File: config.mk
export PLATFORM = sky130hd
export DESIGN_NAME = fixed_width_bit_unpacker
export DESIGN_NICKNAME = d
export VERILOG_FILES = /design/src/rtl/core/fwbu_pkg.sv /design/src/rtl/core/fixed_width_bit_unpacker.sv /design/src/rtl/core/fwbu_front.sv /design/src/rtl/core/fwbu_back.sv /design/src/rtl/core/fwbu_rq.sv
export VERILOG_INCLUDE_DIRS = /design/src /design/src/rtl/core
export SDC_FILE = /design/constraint.sdc
export NUM_CORES = 1
export LEC_CHECK = 0
export BUFFER_PORTS_ARGS = -buffer_cell sky130_fd_sc_hd__buf_2
export CAP_MARGIN = 5
export CORE_MARGIN = 5
export CORE_UTILIZATION = 59
export CTS_BUF_LIST = sky130_fd_sc_hd__clkbuf_16
export DETAILED_ROUTE_END_ITERATION = 8
export PLACE_DENSITY_LB_ADDON = 0.25
export SYNTH_ARGS = -nofsm -noshare
export SYNTH_HDL_FRONTEND = slang
export SYNTH_SLANG_ARGS = --single-unit
File: constraint.sdc
create_clock -name i_clk -period 13.9 [get_ports i_clk]
set_input_delay 2.78 -clock i_clk [delete_from_list [all_inputs] [get_ports i_clk]]
set_output_delay 2.78 -clock i_clk [all_outputs]
set_load 0.005 [all_outputs]
File: src/rtl/core/assert_macros.svh
// Assertion helpers shared by the unpacker modules.
`ifndef ASSERT_MACROS_SVH
`define ASSERT_MACROS_SVH

// Check that a condition holds at every clock edge out of reset.
`define FWBU_ASSERT_ALWAYS(label, clk, rst_n, cond, msg) \
    label: assert property (@(posedge clk) disable iff (!(rst_n)) (cond)) else $error(msg);

// Check that the consequent holds in the same cycle as the antecedent.
`define FWBU_ASSERT_IMPLY(label, clk, rst_n, ante, cons, msg) \
    label: assert property (@(posedge clk) disable iff (!(rst_n)) (ante) |-> (cons)) \
        else $error(msg);

// Check that the consequent holds in the cycle after the antecedent.
`define FWBU_ASSERT_NEXT(label, clk, rst_n, ante, cons, msg) \
    label: assert property (@(posedge clk) disable iff (!(rst_n)) (ante) |=> (cons)) \
        else $error(msg);

`endif

File: src/rtl/core/fwbu_pkg.sv
`default_nettype none

package fwbu_pkg;

    localparam int MAX_VALUE_BITS = 64;
    localparam int WIDTH_BITS     = 7;
    localparam int OFFSET_BITS    = 3;
    localparam int COUNT_BITS     = 24;
    localparam int CFG_DATA_BITS  = 24;
    localparam int CFG_INDEX_BITS = 2;
    localparam int IQ_DEPTH       = 4;
    localparam int IQ_PTR_BITS    = 2;

    typedef enum logic [CFG_INDEX_BITS-1:0] {
        REG_VALUE_WIDTH      = 2'd0,
        REG_START_BIT_OFFSET = 2'd1,
        REG_VALUE_COUNT      = 2'd2
    } t_reg_index;

    typedef struct packed {
        logic [7:0] data_byte;
        logic       first_byte;
    } t_in;

    typedef struct packed {
        logic [63:0] value;
        logic        last_in_byte;
        logic        last_value;
    } t_out;

    typedef struct packed {
        logic [7:0]             data_byte;
        logic                   first_byte;
        logic [OFFSET_BITS-1:0] skip;
    } t_work;

    typedef struct packed {
        logic [WIDTH_BITS-1:0] width;
        logic [COUNT_BITS-1:0] count;
    } t_cfg;

    function automatic logic [WIDTH_BITS-1:0] eff_width(input logic [WIDTH_BITS-1:0] bpv);
        logic [WIDTH_BITS-1:0] w;
        w = bpv;
        if (w == '0) begin
            w = WIDTH_BITS'(1);
        end
        if (w > WIDTH_BITS'(MAX_VALUE_BITS)) begin
            w = WIDTH_BITS'(MAX_VALUE_BITS);
        end
        return w;
    endfunction

    function automatic logic [7:0] low_mask8(input logic [3:0] n);
        logic [8:0] t;
        t = (9'd1 << n) - 9'd1;
        return t[7:0];
    endfunction

endpackage

`default_nettype wire

File: src/rtl/core/fixed_width_bit_unpacker.sv
// MSB-first fixed-width bit unpacker.
// Input channel: present a packed byte and its first_byte flag on i_in_item and
// raise push; the byte is taken at an edge where push is high and full is low.
// Result channel: while empty is low, o_out_item holds the oldest value; raise
// pop to take it. Values come right-aligned with last_in_byte/last_value marks.
// Configuration: write i_cfg_wdata to register i_cfg_index with i_cfg_wr_en
// (0 value width, 1 start bit offset, 2 value count), only while idle.
// With the gatherer idle, a byte is written to the byte queue, the gatherer
// forms its first value combinationally and the result queue registers it. A
// four-entry byte queue feeds the bit gatherer, which handles one byte a cycle
// while that byte completes at most one value, and one value a cycle otherwise,
// as long as the result queue has room; a byte holds up to 8 values. Bytes past
// the value count are dropped. When the receiver stalls, a two-entry result
// queue fills, the gatherer halts and the byte queue holds up to four bytes,
// the stalled one among them, before full rises.
// Synchronous reset empties both queues, clears the accumulator, held bit count
// and value count, and restores width 8, offset 0 and value count 0.
`default_nettype none

module fixed_width_bit_unpacker (
    input  wire                                  i_clk,
    input  wire                                  i_rst_n,
    input  wire                                  push,
    output logic                                 full,
    input  fwbu_pkg::t_in                        i_in_item,
    output logic                                 empty,
    input  wire                                  pop,
    output fwbu_pkg::t_out                       o_out_item,
    input  wire                                  i_cfg_wr_en,
    input  wire [fwbu_pkg::CFG_INDEX_BITS-1:0]   i_cfg_index,
    input  wire [fwbu_pkg::CFG_DATA_BITS-1:0]    i_cfg_wdata
);
    import fwbu_pkg::*;

    logic [WIDTH_BITS-1:0]  r_value_width;
    logic [OFFSET_BITS-1:0] r_start_offset;
    logic [COUNT_BITS-1:0]  r_value_count;

    t_cfg  w_cfg;
    t_work w_work;
    logic  w_work_valid;
    logic  w_work_pop;
    t_out  w_res;
    logic  w_res_valid;
    logic  w_res_ready;

    always_ff @(posedge i_clk) begin
        if (!i_rst_n) begin
            r_value_width  <= WIDTH_BITS'(8);
            r_start_offset <= '0;
            r_value_count  <= '0;
        end else if (i_cfg_wr_en) begin
            unique case (t_reg_index'(i_cfg_index))
                REG_VALUE_WIDTH:      r_value_width  <= i_cfg_wdata[WIDTH_BITS-1:0];
                REG_START_BIT_OFFSET: r_start_offset <= i_cfg_wdata[OFFSET_BITS-1:0];
                REG_VALUE_COUNT:      r_value_count  <= i_cfg_wdata[COUNT_BITS-1:0];
                default: begin
                end
            endcase
        end
    end

    assign w_cfg.width = eff_width(r_value_width);
    assign w_cfg.count = r_value_count;

    fwbu_front u_front (
        .i_clk        (i_clk),
        .i_rst_n      (i_rst_n),
        .i_push       (push),
        .o_full       (full),
        .i_in         (i_in_item),
        .i_offset     (r_start_offset),
        .o_work_valid (w_work_valid),
        .o_work       (w_work),
        .i_work_pop   (w_work_pop)
    );

    fwbu_back u_back (
        .i_clk        (i_clk),
        .i_rst_n      (i_rst_n),
        .i_work_valid (w_work_valid),
        .i_work       (w_work),
        .o_work_pop   (w_work_pop),
        .i_cfg        (w_cfg),
        .o_res_valid  (w_res_valid),
        .o_res        (w_res),
        .i_res_ready  (w_res_ready)
    );

    fwbu_rq u_rq (
        .i_clk       (i_clk),
        .i_rst_n     (i_rst_n),
        .i_res_valid (w_res_valid),
        .o_res_ready (w_res_ready),
        .i_res       (w_res),
        .o_empty     (empty),
        .i_pop       (pop),
        .o_out       (o_out_item)
    );

endmodule

`default_nettype wire

File: src/rtl/core/fwbu_front.sv
`default_nettype none
`include "assert_macros.svh"

module fwbu_front (
    input  wire                               i_clk,
    input  wire                               i_rst_n,
    input  wire                               i_push,
    output logic                              o_full,
    input  fwbu_pkg::t_in                     i_in,
    input  wire [fwbu_pkg::OFFSET_BITS-1:0]   i_offset,
    output logic                              o_work_valid,
    output fwbu_pkg::t_work                   o_work,
    input  wire                               i_work_pop
);
    import fwbu_pkg::*;

    localparam logic [IQ_PTR_BITS:0] IQ_FULL = (IQ_PTR_BITS+1)'(IQ_DEPTH);

    t_work                  r_mem [IQ_DEPTH];
    logic [IQ_PTR_BITS-1:0] r_wr_ptr;
    logic [IQ_PTR_BITS-1:0] r_rd_ptr;
    logic [IQ_PTR_BITS:0]   r_count;
    logic [IQ_PTR_BITS:0]   n_count;
    t_work                  n_work;
    logic                   w_push;
    logic                   w_pop;

    assign o_full       = (r_count == IQ_FULL);
    assign o_work_valid = (r_count != '0);
    assign o_work       = r_mem[r_rd_ptr];
    assign w_push       = i_push && !o_full;
    assign w_pop        = i_work_pop && o_work_valid;

    // classify: a first byte carries the skip amount
    always_comb begin
        n_work.data_byte  = i_in.data_byte;
        n_work.first_byte = i_in.first_byte;
        n_work.skip       = i_in.first_byte ? i_offset : '0;
    end

    always_comb begin
        n_count = r_count;
        case ({w_push, w_pop})
            2'b10:   n_count = r_count + 1'b1;
            2'b01:   n_count = r_count - 1'b1;
            default: n_count = r_count;
        endcase
    end

    always_ff @(posedge i_clk) begin
        if (!i_rst_n) begin
            r_wr_ptr <= '0;
            r_rd_ptr <= '0;
            r_count  <= '0;
        end else begin
            r_count <= n_count;
            if (w_push) begin
                r_wr_ptr <= r_wr_ptr + 1'b1;
            end
            if (w_pop) begin
                r_rd_ptr <= r_rd_ptr + 1'b1;
            end
        end
    end

    always_ff @(posedge i_clk) begin
        if (w_push) begin
            r_mem[r_wr_ptr] <= n_work;
        end
    end

    `FWBU_ASSERT_ALWAYS(a_iq_count_bound, i_clk, i_rst_n, r_count <= IQ_FULL, "input queue overflow")

endmodule

`default_nettype wire

File: src/rtl/core/fwbu_back.sv
`default_nettype none
`include "assert_macros.svh"

module fwbu_back (
    input  wire              i_clk,
    input  wire              i_rst_n,
    input  wire              i_work_valid,
    input  fwbu_pkg::t_work  i_work,
    output logic             o_work_pop,
    input  fwbu_pkg::t_cfg   i_cfg,
    output logic             o_res_valid,
    output fwbu_pkg::t_out   o_res,
    input  wire              i_res_ready
);
    import fwbu_pkg::*;

    localparam logic [WIDTH_BITS-1:0] MAXW = WIDTH_BITS'(MAX_VALUE_BITS);

    logic [MAX_VALUE_BITS-1:0] r_acc;
    logic [WIDTH_BITS-1:0]     r_held;
    logic [COUNT_BITS-1:0]     r_emitted;
    logic                      r_mid;
    logic [3:0]                r_pos;

    logic [MAX_VALUE_BITS-1:0] n_acc;
    logic [WIDTH_BITS-1:0]     n_held;
    logic [COUNT_BITS-1:0]     n_emitted;
    logic                      n_mid;
    logic [3:0]                n_pos;

    logic                      w_new;
    logic [MAX_VALUE_BITS-1:0] eff_acc;
    logic [WIDTH_BITS-1:0]     eff_held;
    logic [COUNT_BITS-1:0]     eff_emit;
    logic [3:0]                eff_pos;
    logic [3:0]                w_avail;
    logic                      w_done;
    logic [WIDTH_BITS-1:0]     w_need;
    logic                      w_complete;
    logic [3:0]                w_k;
    logic [3:0]                w_shr;
    logic [7:0]                w_chunk;
    logic [MAX_VALUE_BITS-1:0] w_acc_new;
    logic [3:0]                w_pos_next;
    logic [3:0]                w_rem;
    logic [COUNT_BITS-1:0]     w_emit_next;
    logic                      w_below;
    logic                      w_more;
    logic [7:0]                w_tail;
    logic [MAX_VALUE_BITS-1:0] w_mask;

    always_comb begin
        w_new       = !r_mid && i_work.first_byte;
        eff_acc     = w_new ? '0 : r_acc;
        eff_held    = w_new ? '0 : r_held;
        eff_emit    = w_new ? '0 : r_emitted;
        eff_pos     = r_mid ? r_pos : {1'b0, i_work.skip};
        w_avail     = 4'd8 - eff_pos;
        w_done      = (eff_emit >= i_cfg.count);
        w_need      = (eff_held >= i_cfg.width) ? WIDTH_BITS'(1) : (i_cfg.width - eff_held);
        w_complete  = (w_need <= {3'b000, w_avail});
        w_k         = w_complete ? w_need[3:0] : w_avail;
        w_shr       = 4'd8 - eff_pos - w_k;
        w_chunk     = (i_work.data_byte >> w_shr) & low_mask8(w_k);
        w_acc_new   = (eff_acc << w_k) | {{(MAX_VALUE_BITS-8){1'b0}}, w_chunk};
        w_pos_next  = eff_pos + w_k;
        w_rem       = 4'd8 - w_pos_next;
        w_emit_next = eff_emit + 1'b1;
        w_below     = (w_emit_next < i_cfg.count);
        w_more      = w_below && ({3'b000, w_rem} >= i_cfg.width);
        w_tail      = i_work.data_byte & low_mask8(w_rem);
        w_mask      = {MAX_VALUE_BITS{1'b1}} >> (MAXW - i_cfg.width);
    end

    always_comb begin
        n_acc       = r_acc;
        n_held      = r_held;
        n_emitted   = r_emitted;
        n_mid       = r_mid;
        n_pos       = r_pos;
        o_work_pop  = 1'b0;
        o_res_valid = 1'b0;
        o_res.value        = w_acc_new[63:0] & w_mask[63:0];
        o_res.last_in_byte = !w_more;
        o_res.last_value   = (w_emit_next == i_cfg.count);
        if (i_work_valid) begin
            if (w_done) begin
                // drop the remaining bits of this byte
                o_work_pop = 1'b1;
                n_acc      = eff_acc;
                n_held     = eff_held;
                n_emitted  = eff_emit;
                n_mid      = 1'b0;
            end else if (!w_complete) begin
                o_work_pop = 1'b1;
                n_acc      = w_acc_new;
                n_held     = eff_held + {3'b000, w_k};
                n_emitted  = eff_emit;
                n_mid      = 1'b0;
            end else if (i_res_ready) begin
                o_res_valid = 1'b1;
                n_emitted   = w_emit_next;
                if (w_more) begin
                    n_acc  = '0;
                    n_held = '0;
                    n_mid  = 1'b1;
                    n_pos  = w_pos_next;
                end else begin
                    o_work_pop = 1'b1;
                    n_mid      = 1'b0;
                    if (w_below) begin
                        n_acc  = {{(MAX_VALUE_BITS-8){1'b0}}, w_tail};
                        n_held = {3'b000, w_rem};
                    end else begin
                        n_acc  = '0;
                        n_held = '0;
                    end
                end
            end
        end
    end

    always_ff @(posedge i_clk) begin
        if (!i_rst_n) begin
            r_acc     <= '0;
            r_held    <= '0;
            r_emitted <= '0;
            r_mid     <= 1'b0;
            r_pos     <= '0;
        end else begin
            r_acc     <= n_acc;
            r_held    <= n_held;
            r_emitted <= n_emitted;
            r_mid     <= n_mid;
            r_pos     <= n_pos;
        end
    end

    `FWBU_ASSERT_IMPLY(a_mid_has_byte, i_clk, i_rst_n, r_mid, i_work_valid, "byte lost mid-way")
    `FWBU_ASSERT_IMPLY(a_mid_pos_range, i_clk, i_rst_n, r_mid, (r_pos != 4'd0) && (r_pos < 4'd8), "bad bit position")
    `FWBU_ASSERT_NEXT(a_more_stays, i_clk, i_rst_n, o_res_valid && !o_res.last_in_byte, r_mid, "byte left early")

endmodule

`default_nettype wire

File: src/rtl/core/fwbu_rq.sv
`default_nettype none
`include "assert_macros.svh"

module fwbu_rq (
    input  wire             i_clk,
    input  wire             i_rst_n,
    input  wire             i_res_valid,
    output logic            o_res_ready,
    input  fwbu_pkg::t_out  i_res,
    output logic            o_empty,
    input  wire             i_pop,
    output fwbu_pkg::t_out  o_out
);
    import fwbu_pkg::*;

    t_out       r_mem [2];
    logic       r_wr_ptr;
    logic       r_rd_ptr;
    logic [1:0] r_count;
    logic [1:0] n_count;
    logic       w_push;
    logic       w_pop;

    assign o_res_ready = (r_count != 2'd2);
    assign o_empty     = (r_count == 2'd0);
    assign o_out       = r_mem[r_rd_ptr];
    assign w_push      = i_res_valid && o_res_ready;
    assign w_pop       = i_pop && !o_empty;

    always_comb begin
        n_count = r_count;
        case ({w_push, w_pop})
            2'b10:   n_count = r_count + 2'd1;
            2'b01:   n_count = r_count - 2'd1;
            default: n_count = r_count;
        endcase
    end

    always_ff @(posedge i_clk) begin
        if (!i_rst_n) begin
            r_wr_ptr <= 1'b0;
            r_rd_ptr <= 1'b0;
            r_count  <= '0;
        end else begin
            r_count <= n_count;
            if (w_push) begin
                r_wr_ptr <= !r_wr_ptr;
            end
            if (w_pop) begin
                r_rd_ptr <= !r_rd_ptr;
            end
        end
    end

    always_ff @(posedge i_clk) begin
        if (w_push) begin
            r_mem[r_wr_ptr] <= i_res;
        end
    end

    `FWBU_ASSERT_ALWAYS(a_rq_count_bound, i_clk, i_rst_n, r_count != 2'd3, "result queue overflow")

endmodule

`default_nettype wire

==> results of run 1 <==
==> metal layers <==
layer,vias to the layer above,routed length (um)
li1,7631,-
met1,7968,22700
met2,726,27200
met3,182,3670
met4,0,3440
met5,-,0
==> kinds of logic (layout without fill, tap and decap cells) <==
logic type	Yosys count	count (layout)	share of synthesized area (%)
AOI/OAI and AO/OA	515	515	18.1
and+or+nand+nor	647	647	15.7
muxes	209	209	11.9
adders and majority gates	97	97	6.27
xor gates and xnor gates	46	46	2.06
buffers and inverters	193	263	4.00
DFF	328	328	41.9
==> worst max path at each step <==
stage | cells past startpoint | slack, ns | to
6_report | 29 | 3.78 | u_front.r_count[2]$_SDFFE_PN0P_
5_1_grt | 29 | 2.93 | u_front.r_count[2]$_SDFFE_PN0P_
4_1_cts | 29 | 3.83 | u_front.r_count[2]$_SDFFE_PN0P_
3_5_place_dp | 29 | 3.87 | u_front.r_count[2]$_SDFFE_PN0P_
3_3_place_gp | 29 | 4.15 | u_front.r_count[2]$_SDFFE_PN0P_
2_1_floorplan | 39 | 4.92 | u_front.r_count[2]$_SDFFE_PN0P_
==> area by class of cell <==
class / instances / area [um^2]
Fill cell: 2704 / 11600
Clock inverter: 29 / 210
Clock buffer: 39 / 976
Tap cell: 448 / 561
Inverter: 66 / 248
Sequential cell: 328 / 8370
Multi-Input combinational cell: 1514 / 10800
Timing Repair Buffer: 129 / 701
==> metrics by stage <==
step / hold slack, ns / std cells / util, % / worst slack (ns) / cell area (um^2)
after floorplan: 0.424 / 2035 / - / 4.92 / 20000
after global routing: 0.473 / 2553 / 65.4 / 2.93 / 21900
after global placement: 0.441 / 2485 / 61.9 / 4.15 / 20700
final: 0.454 / 2553 / 65.4 / 3.78 / 21900
after CTS: 0.456 / 2553 / 65.4 / 3.83 / 21900
after detailed placement: 0.443 / 2485 / 61.9 / 3.87 / 20700
==> sequential cells by signal, summed over array words and instances, names as in the netlist, named ones only <==
name / flops
r_start_offset: 3
r_value_count: 24
r_value_width: 7
u_back.r_acc: 64
u_back.r_emitted: 24
u_back.r_held: 7
u_back.r_mid: 1
u_back.r_pos: 4
u_front.r_count: 3
u_front.r_mem: 48
u_front.r_rd_ptr: 2
u_front.r_wr_ptr: 2
u_rq.r_count: 2
u_rq.r_mem: 132
u_rq.r_rd_ptr: 1
u_rq.r_wr_ptr: 1
==> synthesized netlist by cell type, drive strengths merged (12+ instances only) <==
master	number	share of area (%)
inv	66	1.2
xnor2	23	1.0
mux2	77	4.3
a31oi	12	0.38
and2	52	1.6
o22a	31	1.4
clkbuf	83	1.6
nor4	12	0.45
a21oi	72	1.9
mux2i	119	6.0
ha	92	5.8
o22ai	14	0.47
o21ai	117	2.9
o21a	13	0.49
and3	20	0.63
nand4	14	0.44
a21o	23	0.86
edfxtp	180	27
nor3	44	1.2
a22oi	54	2.0
dfxtp	148	15
buf	44	1.2
a211oi	24	0.99
xor2	23	1.0
nand3	37	0.93
a21boi	41	1.5
o221ai	14	0.61
nor2	129	2.5
nand2	247	4.7
mux4	13	1.6
nor2b	39	1.2
==> critical path, delay by kind of cell (launching register included) <==
family / cells / cell delay [ns]
adder cells (fa/ha/maj): 7 / 2.70
buffers and inverters: 2 / 0.45
multiplexers: 1 / 0.61
XOR/XNOR: 2 / 0.74
AND/OR/NAND/NOR: 8 / 2.44
flip-flops: 1 / 0.78
AO/OA/AOI/OAI: 9 / 2.28
==> run metrics, run 1 <==
hold depth 2; critical path data required time between 10 and 15 ns; Tcrit/Tclk final 72.8%; Slew headroom ~28%; sequential fraction of the synthesis area a little over two fifths; #FFs+latches synth approximately 330; met2 usage between 40% and 50%; M3 GR Usage about 4.3%; # diodes 0; Synth Area per Inst 9.81 um^2; CTS tree built; Hold Crit Start u_back.r_acc[63]$_SDFFE_PN0P_; grt ovf 0; status complete, no violations; hold path endpoint u_back.r_acc[63]$_SDFFE_PN0P_; RePlAce Congestion roughly 0.96; commonest non-fill, non-tap cell in the layout nand2_1; largest net degree at the start of global routing 95; DIE AREA around 38000 um^2; Synth Flop Type edfxtp_1; count of final max-slew check failures 0; area of the core 33400 um^2; RSZ-0062 raised after global routing false; setup repair bufs after CTS 0; R2R Setup Slk around 3.8 ns; clock latency reported for the late side of the worst-skew pair approximately 0.55 ns; Avg WL per Cell roughly 22 um; Final Hold Vio Count 0; DIE HEIGHT a little under 200 um; Mapped Area 20000 um^2; met1 GRT Util 36.6%; Syn Inst Count 2035; Antenna Nets Post-Route 0; cts bufs inserted 37; CP most frequent cell ha_1; DRT Wirelength ~57 mm; clk root buf clkbuf_16; TNS Setup 0 ns; layer with the highest usage met2; gr usage total between 20 and 30%; Critical-path top delay cell dfxtp_1; f_max 98.8 MHz; initial core utilization between 50% and 60%; clock sink count ~330; Clock Skew ~0.031 ns; CTS Hold Bufs 0; Arr. time, crit path about 11 ns; First-pass DRT Iterations 6; Mapped Nets approximately 2.2k; YS warnings 0; IO buf count between 100 and 150; clk buf depth 3; Max-cap violations 0; Max stage delay on crit path 0.78 ns; nets@finish 2213; Min Clock Period, post-route 10.12 ns; Crit Path Category reg2reg; Area Overhead vs Synth 9.63%; CP startpoint kind flip-flop; H-Tree Depth 2; Clock Pin Slew Worst Setup and Hold Paths roughly 0.06 ns; crit end category flip-flop; first-pass GRT wire length about 89 mm; vias in the first global route between 15k and 20k; Starting DRT DRC Count 1723; Post-DP HPWL 41.1 mm; number of distinct library cells after synthesis 100; Hold WC Path Type reg2reg; fraction of layout cells with a size suffix above 1 between 15 and 20%; crit path max fanout 30; ys async rst share 0%; drt via density 6.47; R2R depth 29; die width between 150 and 200 um; vias roughly 17k; Post-synth EDFFs 180; DRC 0; Ports around 110; post-CTS sizing 0; most frequent cells in the layout 244 x nand2_1, 180 x edfxtp_1, 147 x dfxtp_1; Worst Tran Pin Value between 1 and 1.5 ns; initial antenna violation count 0; worst r2r dst u_front.r_count[2]$_SDFFE_PN0P_; Final setup viols 0; # rows 67
Power of run 1 is left out: the tool's default activity adds up to more than one toggle a clock period on the data nets, which glitch-free logic cannot reach.
==> run 2, diff against run 1 <==
--- a/config.mk
+++ b/config.mk
@@ -9,7 +9,7 @@
 export BUFFER_PORTS_ARGS = -buffer_cell sky130_fd_sc_hd__buf_2
 export CAP_MARGIN = 5
 export CORE_MARGIN = 5
-export CORE_UTILIZATION = 59
+export CORE_UTILIZATION = 56
 export CTS_BUF_LIST = sky130_fd_sc_hd__clkbuf_16
 export DETAILED_ROUTE_END_ITERATION = 8
 export PLACE_DENSITY_LB_ADDON = 0.25
==> constraint.sdc (replaced) <==
create_clock -name i_clk -period 9 [get_ports i_clk]
set_input_delay 1.8 -clock i_clk [delete_from_list [all_inputs] [get_ports i_clk]]
set_output_delay 1.8 -clock i_clk [all_outputs]
set_load 0.005 [all_outputs]
==> run metrics, run 2 (same netlist as run 1, synthesis figures left out) <==
commonest non-fill, non-tap cell in the layout nand2_1; CP most frequent cell ha_1; vias in the first global route 16.1k (+0.031%); Max stage delay on crit path 0.49 ns (-0.29 ns); largest net degree at the start of global routing 94 (-1.1%); crit end category flip-flop; Largest register FFs 132 (unchanged); M3 GR Usage 4.81% (+0.55 points); Critical-path top delay cell mux4_2; met2 usage 47.1% (-2.2 points); die width 199 um (+2.5%); Clock Pin Slew Worst Setup and Hold Paths 0.06 ns (about the same); RSZ-0062 raised after global routing false; first-pass GRT wire length 89.9 mm (+0.84%); CP startpoint kind flip-flop; Area Overhead vs Synth 10.1%; Arr. time, crit path 8.74 ns (-1.82 ns); TNS Setup 0 ns (unchanged); count of final max-slew check failures 0 (unchanged); met1 GRT Util 36.2% (-0.48 points); Inst Count DP 2505 (+0.80%); FILL cells 3000 (+11%); vias 16.5k (+0.17%); initial core utilization 56.4% (-3.3 points); most frequent cells in the layout 244 x nand2_1, 180 x edfxtp_1, 146 x dfxtp_1; Slew headroom 23.7% (-3.8 points); Antenna Nets Post-Route 0 (unchanged); status complete, no violations; DIE AREA 39500 um^2 (+5.1%); Min Hold Slack 0.456 ns (+0.00160 ns); Starting DRT DRC Count 1795 (+4.2%); Min Clock Period, post-route 8.25 ns (-1.86 ns); Final Non-Filler Cells 2569 (+0.63%); clock latency reported for the late side of the worst-skew pair 0.58 ns (+0.03 ns); WP buf/inv 2 (unchanged); gr usage total 28.8% (-0.36 points); Avg WL per Cell 22.6 um (+1.1%); layer with the highest usage met2; H-Tree Depth 2 (unchanged); clk buf depth 3 (unchanged); initial antenna violation count 0 (unchanged); fraction of layout cells with a size suffix above 1 15.1% (-0.021 points); Largest Register u_rq.r_mem; Worst Tran Pin Value 1.14 ns (+0.0570 ns); Crit Path Category reg2reg; area of the core 35400 um^2 (+5.8%); cts bufs inserted 36 (-2.7%); Post-DP HPWL 41.8 mm (+1.8%); Max-cap violations 0 (unchanged); DIE HEIGHT 199 um (+2.5%); Worst path top cell family by delay compound AO/OA/AOI/OAI gates; First-pass DRT Iterations 7 (+1); Clock Skew 0.0378 ns (+0.00673 ns); dpl cell area 20800 um^2 (+0.32%); drt via density 6.44 (-0.45%); nets@finish 2219 (+0.27%); clk root buf clkbuf_16; fin area 22000 um^2 (+0.42%); Ports 108 (unchanged); # diodes 0 (unchanged); Tcrit/Tclk final 91.7% (+19 points); critical path data required time 9.49 ns (-4.86 ns); crit path max fanout 10 (-67%); DRC 0 (unchanged); Hold WC Path Type reg2reg; Final setup viols 0 (unchanged); f_max 121 MHz (+23%); clock sink count 328 (unchanged); IO buf count 107 (unchanged); Final Hold Vio Count 0 (unchanged); DRT Wirelength 58.0 mm (+1.8%); # rows 69 (+3.0%); RePlAce Congestion 1.03 (+6.8%); top flop regs u_rq.r_mem: 132 flops, u_back.r_acc: 64 flops, u_front.r_mem: 48 flops; grt ovf 0 (unchanged); CTS tree built
## run 2: cell count changes in the layout (fill, tap and decap cells not counted), moves of 2 or more
cell        previous run  this run
clkinv_2               8         2
clkinvlp_4             3         0
bufinv_16              2         5
clkbuf_16             39        37
clkinv_1               5         8
buf_4                 22        29
## run 2: path summary, 6_finish.rpt
kind / from / end / slack (ns) / depth (start not counted)
worst max register to register: u_front.r_mem[2][3]$_DFFE_PP_ / u_front.r_count[2]$_SDFFE_PN0P_ / 0.75 / 31
worst max-delay path: u_front.r_mem[2][3]$_DFFE_PP_ / u_front.r_count[2]$_SDFFE_PN0P_ / 0.75 / 31
worst min register to register: u_back.r_acc[36]$_SDFFE_PN0P_ / u_back.r_acc[36]$_SDFFE_PN0P_ / 0.46 / 2
worst min-delay path: u_back.r_acc[36]$_SDFFE_PN0P_ / u_back.r_acc[36]$_SDFFE_PN0P_ / 0.46 / 2
## run 2: area by class of cell
type	count	area, um^2	area share (%)
inverter	66	248	1.13
timing repair buffer	136	753	3.43
clock buffer	37	926	4.21
tap	461	577	2.62
multi-input combinational	1514	10800	49.2
sequential	328	8370	38.1
clock inverter	27	284	1.29
## run 2: stage by stage
stage,util (%),setup WS (ns)
2_1_floorplan,-,0.0166
5_1_grt,62.1,0.152
3_3_place_gp,58.7,0.903
4_1_cts,62.1,0.648
6_report,62.1,0.748
3_5_place_dp,58.7,0.666
## run 2: worst reg2reg max path: cells and delay by family (launching register included)
kind | cells | cell delay [ns]
AOI/OAI and AO/OA | 10 | 2.78
xor gates and xnor gates | 4 | 0.96
adders and majority gates | 6 | 1.91
buffers and inverters | 2 | 0.28
DFF | 1 | 0.38
muxes | 1 | 0.49
and+or+nand+nor | 8 | 1.41
## run 2: what timing repair did
action	in CTS	in global routing
buffers inserted	0	0
endpoints found under the setup margin	0	1
resized for setup	0	1
hold buffers	0	0
## run 2: layer usage
metal  vias up  routed length (um)
met1      7854               22900
met2       823               27000
met4         0                3780
met3       209                4340
met5         -                   0
li1       7649                   -
Power of run 2 is left out for the same reason.
